**config.mk**
```make
export PLATFORM = sky130hd
export DESIGN_NAME = rainbow_cycle_pixel_generator
export DESIGN_NICKNAME = d
export VERILOG_FILES = /design/src/rtl/core/rcpg_pkg.sv /design/src/rtl/core/rcpg_front.sv /design/src/rtl/core/rcpg_cmd_fifo.sv /design/src/rtl/core/rcpg_back.sv /design/src/rtl/core/rainbow_cycle_pixel_generator.sv
export SDC_FILE = /design/constraint.sdc
export NUM_CORES = 1
export LEC_CHECK = 0
export ABC_AREA = 1
export CORE_MARGIN = 2
export CORE_UTILIZATION = 35
export DETAILED_ROUTE_END_ITERATION = 10
export DONT_BUFFER_PORTS = 1
export GPL_TIMING_DRIVEN = 0
export PLACE_DENSITY = 0.51
export SLEW_MARGIN = 10
export SYNTH_ARGS = -nofsm -noshare
export SYNTH_HDL_FRONTEND = slang
export SYNTH_HIERARCHICAL = 1
export SYNTH_SLANG_ARGS = --single-unit
```
**constraint.sdc**
```tcl
create_clock -name clk -period 11.2 [get_ports clk]
set_clock_uncertainty 0.05 [all_clocks]
set_input_delay 2.24 -clock clk [delete_from_list [all_inputs] [get_ports clk]]
set_output_delay 2.24 -clock clk [all_outputs]
set_load 0.02 [all_outputs]
```
**src/rtl/core/rcpg_pkg.sv**
```systemverilog
// Shared types, constants and the color wheel function of the rainbow cycle pixel generator.
`default_nettype none

package rcpg_pkg;

	localparam int unsigned TIME_W   = 32;
	localparam int unsigned IVL_W    = 8;
	localparam int unsigned CNT_W    = 7;
	localparam int unsigned IDX_W    = 6;
	localparam int unsigned COLOR_W  = 8;
	localparam int unsigned PHASE_W  = 11;
	localparam int unsigned POS_W    = 8;
	localparam int unsigned QSTEP_W  = POS_W + 1;
	localparam int unsigned CFG_IDX_W  = 1;
	localparam int unsigned CFG_DATA_W = 8;

	localparam logic [CFG_IDX_W-1:0] CFG_INTERVAL_MS = 1'b0;
	localparam logic [CFG_IDX_W-1:0] CFG_NUM_PIXELS  = 1'b1;

	localparam logic [IVL_W-1:0]   INTERVAL_RESET = 8'd20;
	localparam logic [CNT_W-1:0]   NUM_PIX_RESET  = 7'd64;
	localparam logic [PHASE_W-1:0] PHASE_LAST     = 11'd1279;
	localparam logic [QSTEP_W-1:0] WHEEL_SIZE     = 9'd256;

	typedef struct packed {
		logic [POS_W-1:0]   phase;
		logic [CNT_W-1:0]   n;
		logic [QSTEP_W-1:0] qstep;
		logic [CNT_W-1:0]   rstep;
	} cmd_t;

	typedef struct packed {
		logic [COLOR_W-1:0] r;
		logic [COLOR_W-1:0] g;
		logic [COLOR_W-1:0] b;
	} rgb_t;

	function automatic rgb_t wheel(input logic [POS_W-1:0] pos);
		logic [POS_W-1:0] w;
		logic [POS_W-1:0] v;
		logic [9:0]       v3;
		rgb_t             c;
		w = ~pos;
		if (w < 8'd85) begin
			v = w;
		end else if (w < 8'd170) begin
			v = w - 8'd85;
		end else begin
			v = w - 8'd170;
		end
		v3 = {2'b00, v} + {1'b0, v, 1'b0};
		if (w < 8'd85) begin
			c.r = 8'd255 - v3[7:0];
			c.g = '0;
			c.b = v3[7:0];
		end else if (w < 8'd170) begin
			c.r = '0;
			c.g = v3[7:0];
			c.b = 8'd255 - v3[7:0];
		end else begin
			c.r = v3[7:0];
			c.g = 8'd255 - v3[7:0];
			c.b = '0;
		end
		return c;
	endfunction

endpackage

`default_nettype wire

```
**src/rtl/core/rcpg_front.sv**
```systemverilog
// Poll intake: configuration registers, interval check, phase counter and step divider.
`default_nettype none

module rcpg_front #(
	parameter int unsigned MAX_PIXELS = 64
) (
	input  wire                            clk,
	input  wire                            arst_n,
	input  wire [rcpg_pkg::TIME_W-1:0]     now_ms,
	input  wire                            push,
	output logic                           full,
	input  wire                            cfg_valid,
	output logic                           cfg_ready,
	input  wire [rcpg_pkg::CFG_IDX_W-1:0]  cfg_index,
	input  wire [rcpg_pkg::CFG_DATA_W-1:0] cfg_data,
	output rcpg_pkg::cmd_t                 cmd,
	output logic                           cmd_push,
	input  wire                            cmd_full
);
	import rcpg_pkg::*;

	typedef enum logic [2:0] {
		F_IDLE = 3'b001,
		F_DIV  = 3'b010,
		F_PUSH = 3'b100
	} front_state_t;

	front_state_t       state_q;
	logic [IVL_W-1:0]   interval_q;
	logic [CNT_W-1:0]   num_pixels_q;
	logic [TIME_W-1:0]  last_time_q;
	logic [PHASE_W-1:0] phase_q;
	logic [POS_W-1:0]   cmd_phase_q;
	logic [CNT_W-1:0]   n_q;
	logic [CNT_W:0]     rem_q;
	logic [QSTEP_W-1:0] quo_q;
	logic [QSTEP_W-1:0] dvd_q;
	logic [3:0]         iter_q;

	logic               accept;
	logic               do_step;
	logic [TIME_W-1:0]  elapsed;
	logic [CNT_W-1:0]   n_eff;
	logic [CNT_W:0]     rem_trial;
	logic               rem_ge;

	assign full      = (state_q != F_IDLE);
	assign cfg_ready = 1'b1;
	assign accept    = push && !full;
	assign elapsed   = now_ms - last_time_q;
	assign do_step   = accept && (elapsed >= {{(TIME_W-IVL_W){1'b0}}, interval_q});
	assign n_eff     = ({1'b0, num_pixels_q} > 8'(MAX_PIXELS)) ? 7'(MAX_PIXELS) : num_pixels_q;
	assign rem_trial = {rem_q[CNT_W-1:0], dvd_q[QSTEP_W-1]};
	assign rem_ge    = (rem_trial >= {1'b0, n_q});
	assign cmd_push  = (state_q == F_PUSH) && !cmd_full;

	always_comb begin
		cmd.phase = cmd_phase_q;
		cmd.n     = n_q;
		cmd.qstep = quo_q;
		cmd.rstep = rem_q[CNT_W-1:0];
	end

	always_ff @(posedge clk or negedge arst_n) begin
		if (!arst_n) begin
			interval_q   <= INTERVAL_RESET;
			num_pixels_q <= NUM_PIX_RESET;
		end else if (cfg_valid && cfg_ready) begin
			unique case (cfg_index)
				CFG_INTERVAL_MS: interval_q   <= cfg_data;
				CFG_NUM_PIXELS:  num_pixels_q <= cfg_data[CNT_W-1:0];
				default: ;
			endcase
		end
	end

	always_ff @(posedge clk or negedge arst_n) begin
		if (!arst_n) begin
			state_q     <= F_IDLE;
			last_time_q <= '0;
			phase_q     <= '0;
		end else begin
			unique case (state_q)
				F_IDLE: begin
					if (do_step) begin
						last_time_q <= now_ms;
						phase_q     <= (phase_q >= PHASE_LAST) ? '0 : phase_q + 1'b1;
						if (n_eff != '0) begin
							state_q <= F_DIV;
						end
					end
				end
				F_DIV: begin
					if (iter_q == '0) begin
						state_q <= F_PUSH;
					end
				end
				F_PUSH: begin
					if (!cmd_full) begin
						state_q <= F_IDLE;
					end
				end
				default: state_q <= F_IDLE;
			endcase
		end
	end

	always_ff @(posedge clk) begin
		if (state_q == F_IDLE) begin
			cmd_phase_q <= phase_q[POS_W-1:0];
			n_q         <= n_eff;
			rem_q       <= '0;
			quo_q       <= '0;
			dvd_q       <= WHEEL_SIZE;
			iter_q      <= 4'(QSTEP_W - 1);
		end else if (state_q == F_DIV) begin
			rem_q  <= rem_ge ? rem_trial - {1'b0, n_q} : rem_trial;
			quo_q  <= {quo_q[QSTEP_W-2:0], rem_ge};
			dvd_q  <= {dvd_q[QSTEP_W-2:0], 1'b0};
			iter_q <= iter_q - 1'b1;
		end
	end

endmodule

`default_nettype wire

```
**src/rtl/core/rcpg_cmd_fifo.sv**
```systemverilog
// Two-entry queue of step commands between the intake and the pixel sequencer.
`default_nettype none

module rcpg_cmd_fifo (
	input  wire            clk,
	input  wire            arst_n,
	input  rcpg_pkg::cmd_t wr_data,
	input  wire            wr_en,
	output logic           wr_full,
	output rcpg_pkg::cmd_t rd_data,
	input  wire            rd_en,
	output logic           rd_empty
);
	import rcpg_pkg::*;

	localparam int unsigned DEPTH = 2;
	localparam int unsigned PTR_W = $clog2(DEPTH);

	cmd_t             mem_q [DEPTH];
	logic [PTR_W-1:0] wr_ptr_q;
	logic [PTR_W-1:0] rd_ptr_q;
	logic [PTR_W:0]   count_q;
	logic             do_wr;
	logic             do_rd;

	assign wr_full  = (count_q == (PTR_W + 1)'(DEPTH));
	assign rd_empty = (count_q == '0);
	assign do_wr    = wr_en && !wr_full;
	assign do_rd    = rd_en && !rd_empty;
	assign rd_data  = mem_q[rd_ptr_q];

	always_ff @(posedge clk) begin
		if (do_wr) begin
			mem_q[wr_ptr_q] <= wr_data;
		end
	end

	always_ff @(posedge clk or negedge arst_n) begin
		if (!arst_n) begin
			wr_ptr_q <= '0;
			rd_ptr_q <= '0;
			count_q  <= '0;
		end else begin
			if (do_wr) begin
				wr_ptr_q <= wr_ptr_q + 1'b1;
			end
			if (do_rd) begin
				rd_ptr_q <= rd_ptr_q + 1'b1;
			end
			if (do_wr && !do_rd) begin
				count_q <= count_q + 1'b1;
			end else if (do_rd && !do_wr) begin
				count_q <= count_q - 1'b1;
			end
		end
	end

endmodule

`default_nettype wire

```
**src/rtl/core/rcpg_back.sv**
```systemverilog
// Pixel sequencer: walks the pixels of one step and holds the output register.
`default_nettype none

module rcpg_back (
	input  wire                          clk,
	input  wire                          arst_n,
	input  rcpg_pkg::cmd_t               cmd,
	input  wire                          cmd_empty,
	output logic                         cmd_pop,
	input  wire                          pop,
	output logic                         empty,
	output logic [rcpg_pkg::IDX_W-1:0]   pixel_index,
	output logic [rcpg_pkg::COLOR_W-1:0] red,
	output logic [rcpg_pkg::COLOR_W-1:0] green,
	output logic [rcpg_pkg::COLOR_W-1:0] blue,
	output logic                         frame_last
);
	import rcpg_pkg::*;

	typedef enum logic [1:0] {
		B_IDLE = 2'b01,
		B_RUN  = 2'b10
	} back_state_t;

	back_state_t      state_q;
	cmd_t             cmd_q;
	logic [CNT_W-1:0] pix_q;
	logic [POS_W-1:0] quo_acc_q;
	logic [CNT_W-1:0] rem_acc_q;
	logic             out_valid_q;
	logic [IDX_W-1:0] out_idx_q;
	rgb_t             out_rgb_q;
	logic             out_last_q;

	logic             advance;
	logic             is_last;
	logic [CNT_W:0]   rem_sum;
	logic             rem_wrap;
	logic [POS_W-1:0] pos;

	assign cmd_pop  = (state_q == B_IDLE) && !cmd_empty;
	assign advance  = (state_q == B_RUN) && (!out_valid_q || pop);
	assign is_last  = (pix_q == cmd_q.n - 1'b1);
	assign rem_sum  = {1'b0, rem_acc_q} + {1'b0, cmd_q.rstep};
	assign rem_wrap = (rem_sum >= {1'b0, cmd_q.n});
	assign pos      = quo_acc_q + cmd_q.phase;

	assign empty       = !out_valid_q;
	assign pixel_index = out_idx_q;
	assign red         = out_rgb_q.r;
	assign green       = out_rgb_q.g;
	assign blue        = out_rgb_q.b;
	assign frame_last  = out_last_q;

	always_ff @(posedge clk or negedge arst_n) begin
		if (!arst_n) begin
			state_q     <= B_IDLE;
			out_valid_q <= 1'b0;
		end else begin
			unique case (state_q)
				B_IDLE: begin
					if (cmd_pop) begin
						state_q <= B_RUN;
					end
				end
				B_RUN: begin
					if (advance && is_last) begin
						state_q <= B_IDLE;
					end
				end
				default: state_q <= B_IDLE;
			endcase
			if (advance) begin
				out_valid_q <= 1'b1;
			end else if (pop) begin
				out_valid_q <= 1'b0;
			end
		end
	end

	always_ff @(posedge clk) begin
		if (cmd_pop) begin
			cmd_q     <= cmd;
			pix_q     <= '0;
			quo_acc_q <= '0;
			rem_acc_q <= '0;
		end else if (advance) begin
			pix_q     <= pix_q + 1'b1;
			quo_acc_q <= quo_acc_q + cmd_q.qstep[POS_W-1:0] + {{(POS_W-1){1'b0}}, rem_wrap};
			rem_acc_q <= rem_wrap ? CNT_W'(rem_sum - {1'b0, cmd_q.n}) : rem_sum[CNT_W-1:0];
		end
		if (advance) begin
			out_idx_q  <= pix_q[IDX_W-1:0];
			out_rgb_q  <= wheel(pos);
			out_last_q <= is_last;
		end
	end

endmodule

`default_nettype wire

```
**src/rtl/core/rainbow_cycle_pixel_generator.sv**
```systemverilog
// Top level of the rainbow cycle pixel generator.
//
// Polls enter through push/full, each carrying the current millisecond time in now_ms.
// A poll at least interval_ms after the last step starts a step; other polls are taken
// one per cycle while full is low and give nothing. A step emits one beat per pixel on
// the result side, read through empty/pop, the frame's last pixel marked by frame_last.
// The intake is busy for each stepping poll: a divide of 256 by the pixel count, then
// handing the step to a two-entry command queue, held while the queue is full.
// The pixel sequencer gives one beat per cycle while the receiver keeps popping, and
// passes through an idle state between steps to take the next one from the queue.
// When the receiver stops popping, the output register holds, the sequencer stops,
// the command queue fills and full rises; no beat is lost.
// Reset sets interval_ms to 20, num_pixels to 64, the step time and phase to zero.
// The cfg channel is always ready; write it only while no step is pending.
`default_nettype none

module rainbow_cycle_pixel_generator #(
	parameter int unsigned MAX_PIXELS = 64
) (
	input  wire                            clk,
	input  wire                            arst_n,
	input  wire [rcpg_pkg::TIME_W-1:0]     now_ms,
	input  wire                            push,
	output logic                           full,
	output logic [rcpg_pkg::IDX_W-1:0]     pixel_index,
	output logic [rcpg_pkg::COLOR_W-1:0]   red,
	output logic [rcpg_pkg::COLOR_W-1:0]   green,
	output logic [rcpg_pkg::COLOR_W-1:0]   blue,
	output logic                           frame_last,
	output logic                           empty,
	input  wire                            pop,
	input  wire                            cfg_valid,
	output logic                           cfg_ready,
	input  wire [rcpg_pkg::CFG_IDX_W-1:0]  cfg_index,
	input  wire [rcpg_pkg::CFG_DATA_W-1:0] cfg_data
);
	import rcpg_pkg::*;

	cmd_t cmd_wr;
	cmd_t cmd_rd;
	logic cmd_push;
	logic cmd_full;
	logic cmd_pop;
	logic cmd_empty;

	rcpg_front #(
		.MAX_PIXELS(MAX_PIXELS)
	) u_front (
		.clk       (clk),
		.arst_n    (arst_n),
		.now_ms    (now_ms),
		.push      (push),
		.full      (full),
		.cfg_valid (cfg_valid),
		.cfg_ready (cfg_ready),
		.cfg_index (cfg_index),
		.cfg_data  (cfg_data),
		.cmd       (cmd_wr),
		.cmd_push  (cmd_push),
		.cmd_full  (cmd_full)
	);

	rcpg_cmd_fifo u_cmd_fifo (
		.clk      (clk),
		.arst_n   (arst_n),
		.wr_data  (cmd_wr),
		.wr_en    (cmd_push),
		.wr_full  (cmd_full),
		.rd_data  (cmd_rd),
		.rd_en    (cmd_pop),
		.rd_empty (cmd_empty)
	);

	rcpg_back u_back (
		.clk         (clk),
		.arst_n      (arst_n),
		.cmd         (cmd_rd),
		.cmd_empty   (cmd_empty),
		.cmd_pop     (cmd_pop),
		.pop         (pop),
		.empty       (empty),
		.pixel_index (pixel_index),
		.red         (red),
		.green       (green),
		.blue        (blue),
		.frame_last  (frame_last)
	);

endmodule

`default_nettype wire
```
==> metrics.md <==
| Metric | Value |
|---|---|
| Cts hold-fix bufs | 0 |
| Residual DRC | 0 |
| Worst Hold Class | reg2reg |
| Post-route antenna net violation count | 0 |
| CTS Sinks | approximately 250 |
| Status | complete, no violations |
| Crit end category | register |
| Die Y | 209 µm |
| Slew Limit Headroom | 0.217 |
| Slew Limit Fails | 0 |
| Fillers | 4302 |
| CTS Buffer Depth | 3 |
| Placement Rows | 75 |
| Initial DRT Pass Iterations | 5 |
| Clock Latency Late Sink | 0.56 ns |
| M1 wire length | 15.0 mm |
| Largest net degree at the start of global routing | 69 |
| Post-synthesis net count | 1968 |
| Nets | 2003 |
| DR vias | ~11000 |
| Core Footprint | 41700 µm² |
| Dpl hpwl | 24.1 mm |
| Layout cells sized above 1 | 0.0861 |
| CTS tree | done |
| Antenna cells | 0 |
| Arrival time at the worst endpoint | 5.67 ns |
| Critical path required time | 11.64 ns |
| Unrepaired setup endpoints after global routing | false |
| Area grow syn2layout | 11.7% |
| Post-Syn Area per Cell | 8.10 µm² |
| Final min period | 5.23 ns |
| Synthesized area | around 15000 µm² |
| Hold path depth | 0 |
| Met2 wire length | 14.6 mm |
| CP max stage delay | roughly 0.41 ns |
| CP Class | in2reg |
| Max FO, Critical Path | 10 |
| Slowest-stage cell, CP | fa_1 |
| Vias in the first global route | 10900 |
| Die area | 43600 µm² |
| GP Congestion | 0.850 |
| Die width | 209 µm |
| Crit path top cell by count | nand2_1 |
| YS warnings | 6 |
| Reg area | approximately 6600 µm² |
| Hold Vio Cnt, Final | 0 |
| Final setup violation count | 0 |
| Multi-input gate area | 6720 µm² |
| GR Overflow Total | 0 |
| Met3 WL | 1.16 mm |
| Most frequent cells in the layout | nand2_1 (516), inv_1 (292), nor2_1 (159), edfxtp_1 (136), ha_1 (101) |
| Final period utilization | 0.467 |
| Worst Reg-to-Reg Cells | 25 |
| TritonCTS Buffers | 29 |
| Final wirelength | between 30 and 40 mm |
| First-pass GRT wire length | ~53 mm |
| Max-cap violation count | 0 |
| Commonest non-fill, non-tap cell in the layout | nand2_1 |
| Initial drt markers | between 400 and 500 |
| Clock slew at reported path FFs | 0.06 ns |
| Routed vias/inst | 4.63 |
| Post CTS Setup Buffer Count | 0 |
| Root Buffer | clkbuf_16 |
| Initial antenna violation count | 0 |
| I/O Pins | 80 |
| Worst Tran Pin Value | 1.17 ns |
| GRT Total Usage | 0.146 |
| Initial Utilization | 0.353 |
| Syn Inst Count | 1813 |
| Htree depth | 1 |
| Fmax | 191 MHz |
| Top Metal Used | met4 |
| Port bufs | 0 |
| Critical Path Source Type | primary input |
| Setup TNS | 0 ns |
| Per-cell routed wire length | 13.1 µm |
| CTS-repair resized insts | 0 |
## worst max-delay path: cells and delay by family
family                   cells  cell delay, ns
AND/OR/NAND/NOR             18            1.59
AO/OA/AOI/OAI                2            0.20
buffers and inverters        5            0.50
XOR/XNOR                     1            0.20
adder cells (fa/ha/maj)      3            0.90
## metal layers
| layer | up-vias | track usage |
|---|---|---|
| li1 | 5868 | - |
| met1 | 5074 | 0.189 |
| met2 | 169 | 0.252 |
| met3 | 45 | 0.0239 |
| met4 | 0 | 0.0372 |
| met5 | - | 0 |
## per-stage QoR
stage	utilization	hold WS, ns	instances	worst slack, ns	cell area, µm²
2_1_floorplan	-	0.371	1813	6.05	14700
5_1_grt	0.394	0.412	2410	5.63	16400
4_1_cts	0.394	0.390	2410	5.93	16400
6_report	0.394	0.395	2410	5.97	16400
3_5_place_dp	0.371	0.385	2356	5.35	15500
3_3_place_gp	0.369	0.375	2352	5.39	15400
## state kept, by name, indices dropped and copies added (netlist names), 2 cells and up
register and flops:
u_back/blue 8, u_back/cmd_q 30, u_back/green 8, u_back/pix_q 7, u_back/pixel_index 6, u_back/quo_acc_q 8
u_back/red 8, u_back/rem_acc_q 7, u_back/state_q 2, u_cmd_fifo/count_q 2, u_cmd_fifo/mem_q 60, u_front/cmd_phase_q 8
u_front/interval_q 8, u_front/iter_q 4, u_front/last_time_q 32, u_front/n_q 7, u_front/num_pixels_q 7, u_front/phase_q 11
u_front/quo_q 8, u_front/rem_q 7, u_front/state_q 3
## layout make-up
class / instances / share of cell area
buffer: 35 / 0.0135
inverter: 301 / 0.0688
sequential: 246 / 0.404
clock inverter: 14 / 0.00755
tap: 539 / 0.0411
timing repair buffer: 4 / 0.00549
multi-input combinational: 1231 / 0.410
clock buffer: 40 / 0.0498
## path summary, 6_finish.rpt
check / from / endpoint / slack (ns)
min in group asynchronous: arst_n / u_cmd_fifo/rd_ptr_q$_DFFE_PN0P_ / 1.33
setup reg to reg: u_back/cmd_q[2]$_DFFE_PP_ / u_back/quo_acc_q[6]$_SDFFE_PP0P_ / 6.17
max in group asynchronous: arst_n / u_front/num_pixels_q[6]$_DFFE_PN1P_ / 9.53
setup / recovery: now_ms[0] / u_front/last_time_q[26]$_DFFE_PN0P_ / 5.97
hold / removal: u_front/cmd_phase_q[7]$_DFFE_PN_ / u_cmd_fifo/mem_q[0][30]$_DFFE_PP_ / 0.39
hold reg to reg: u_front/cmd_phase_q[7]$_DFFE_PN_ / u_cmd_fifo/mem_q[0][30]$_DFFE_PP_ / 0.39
Power is not shown: default switching activity piles up to over one toggle a cycle in this logic, so the estimate is an artifact.
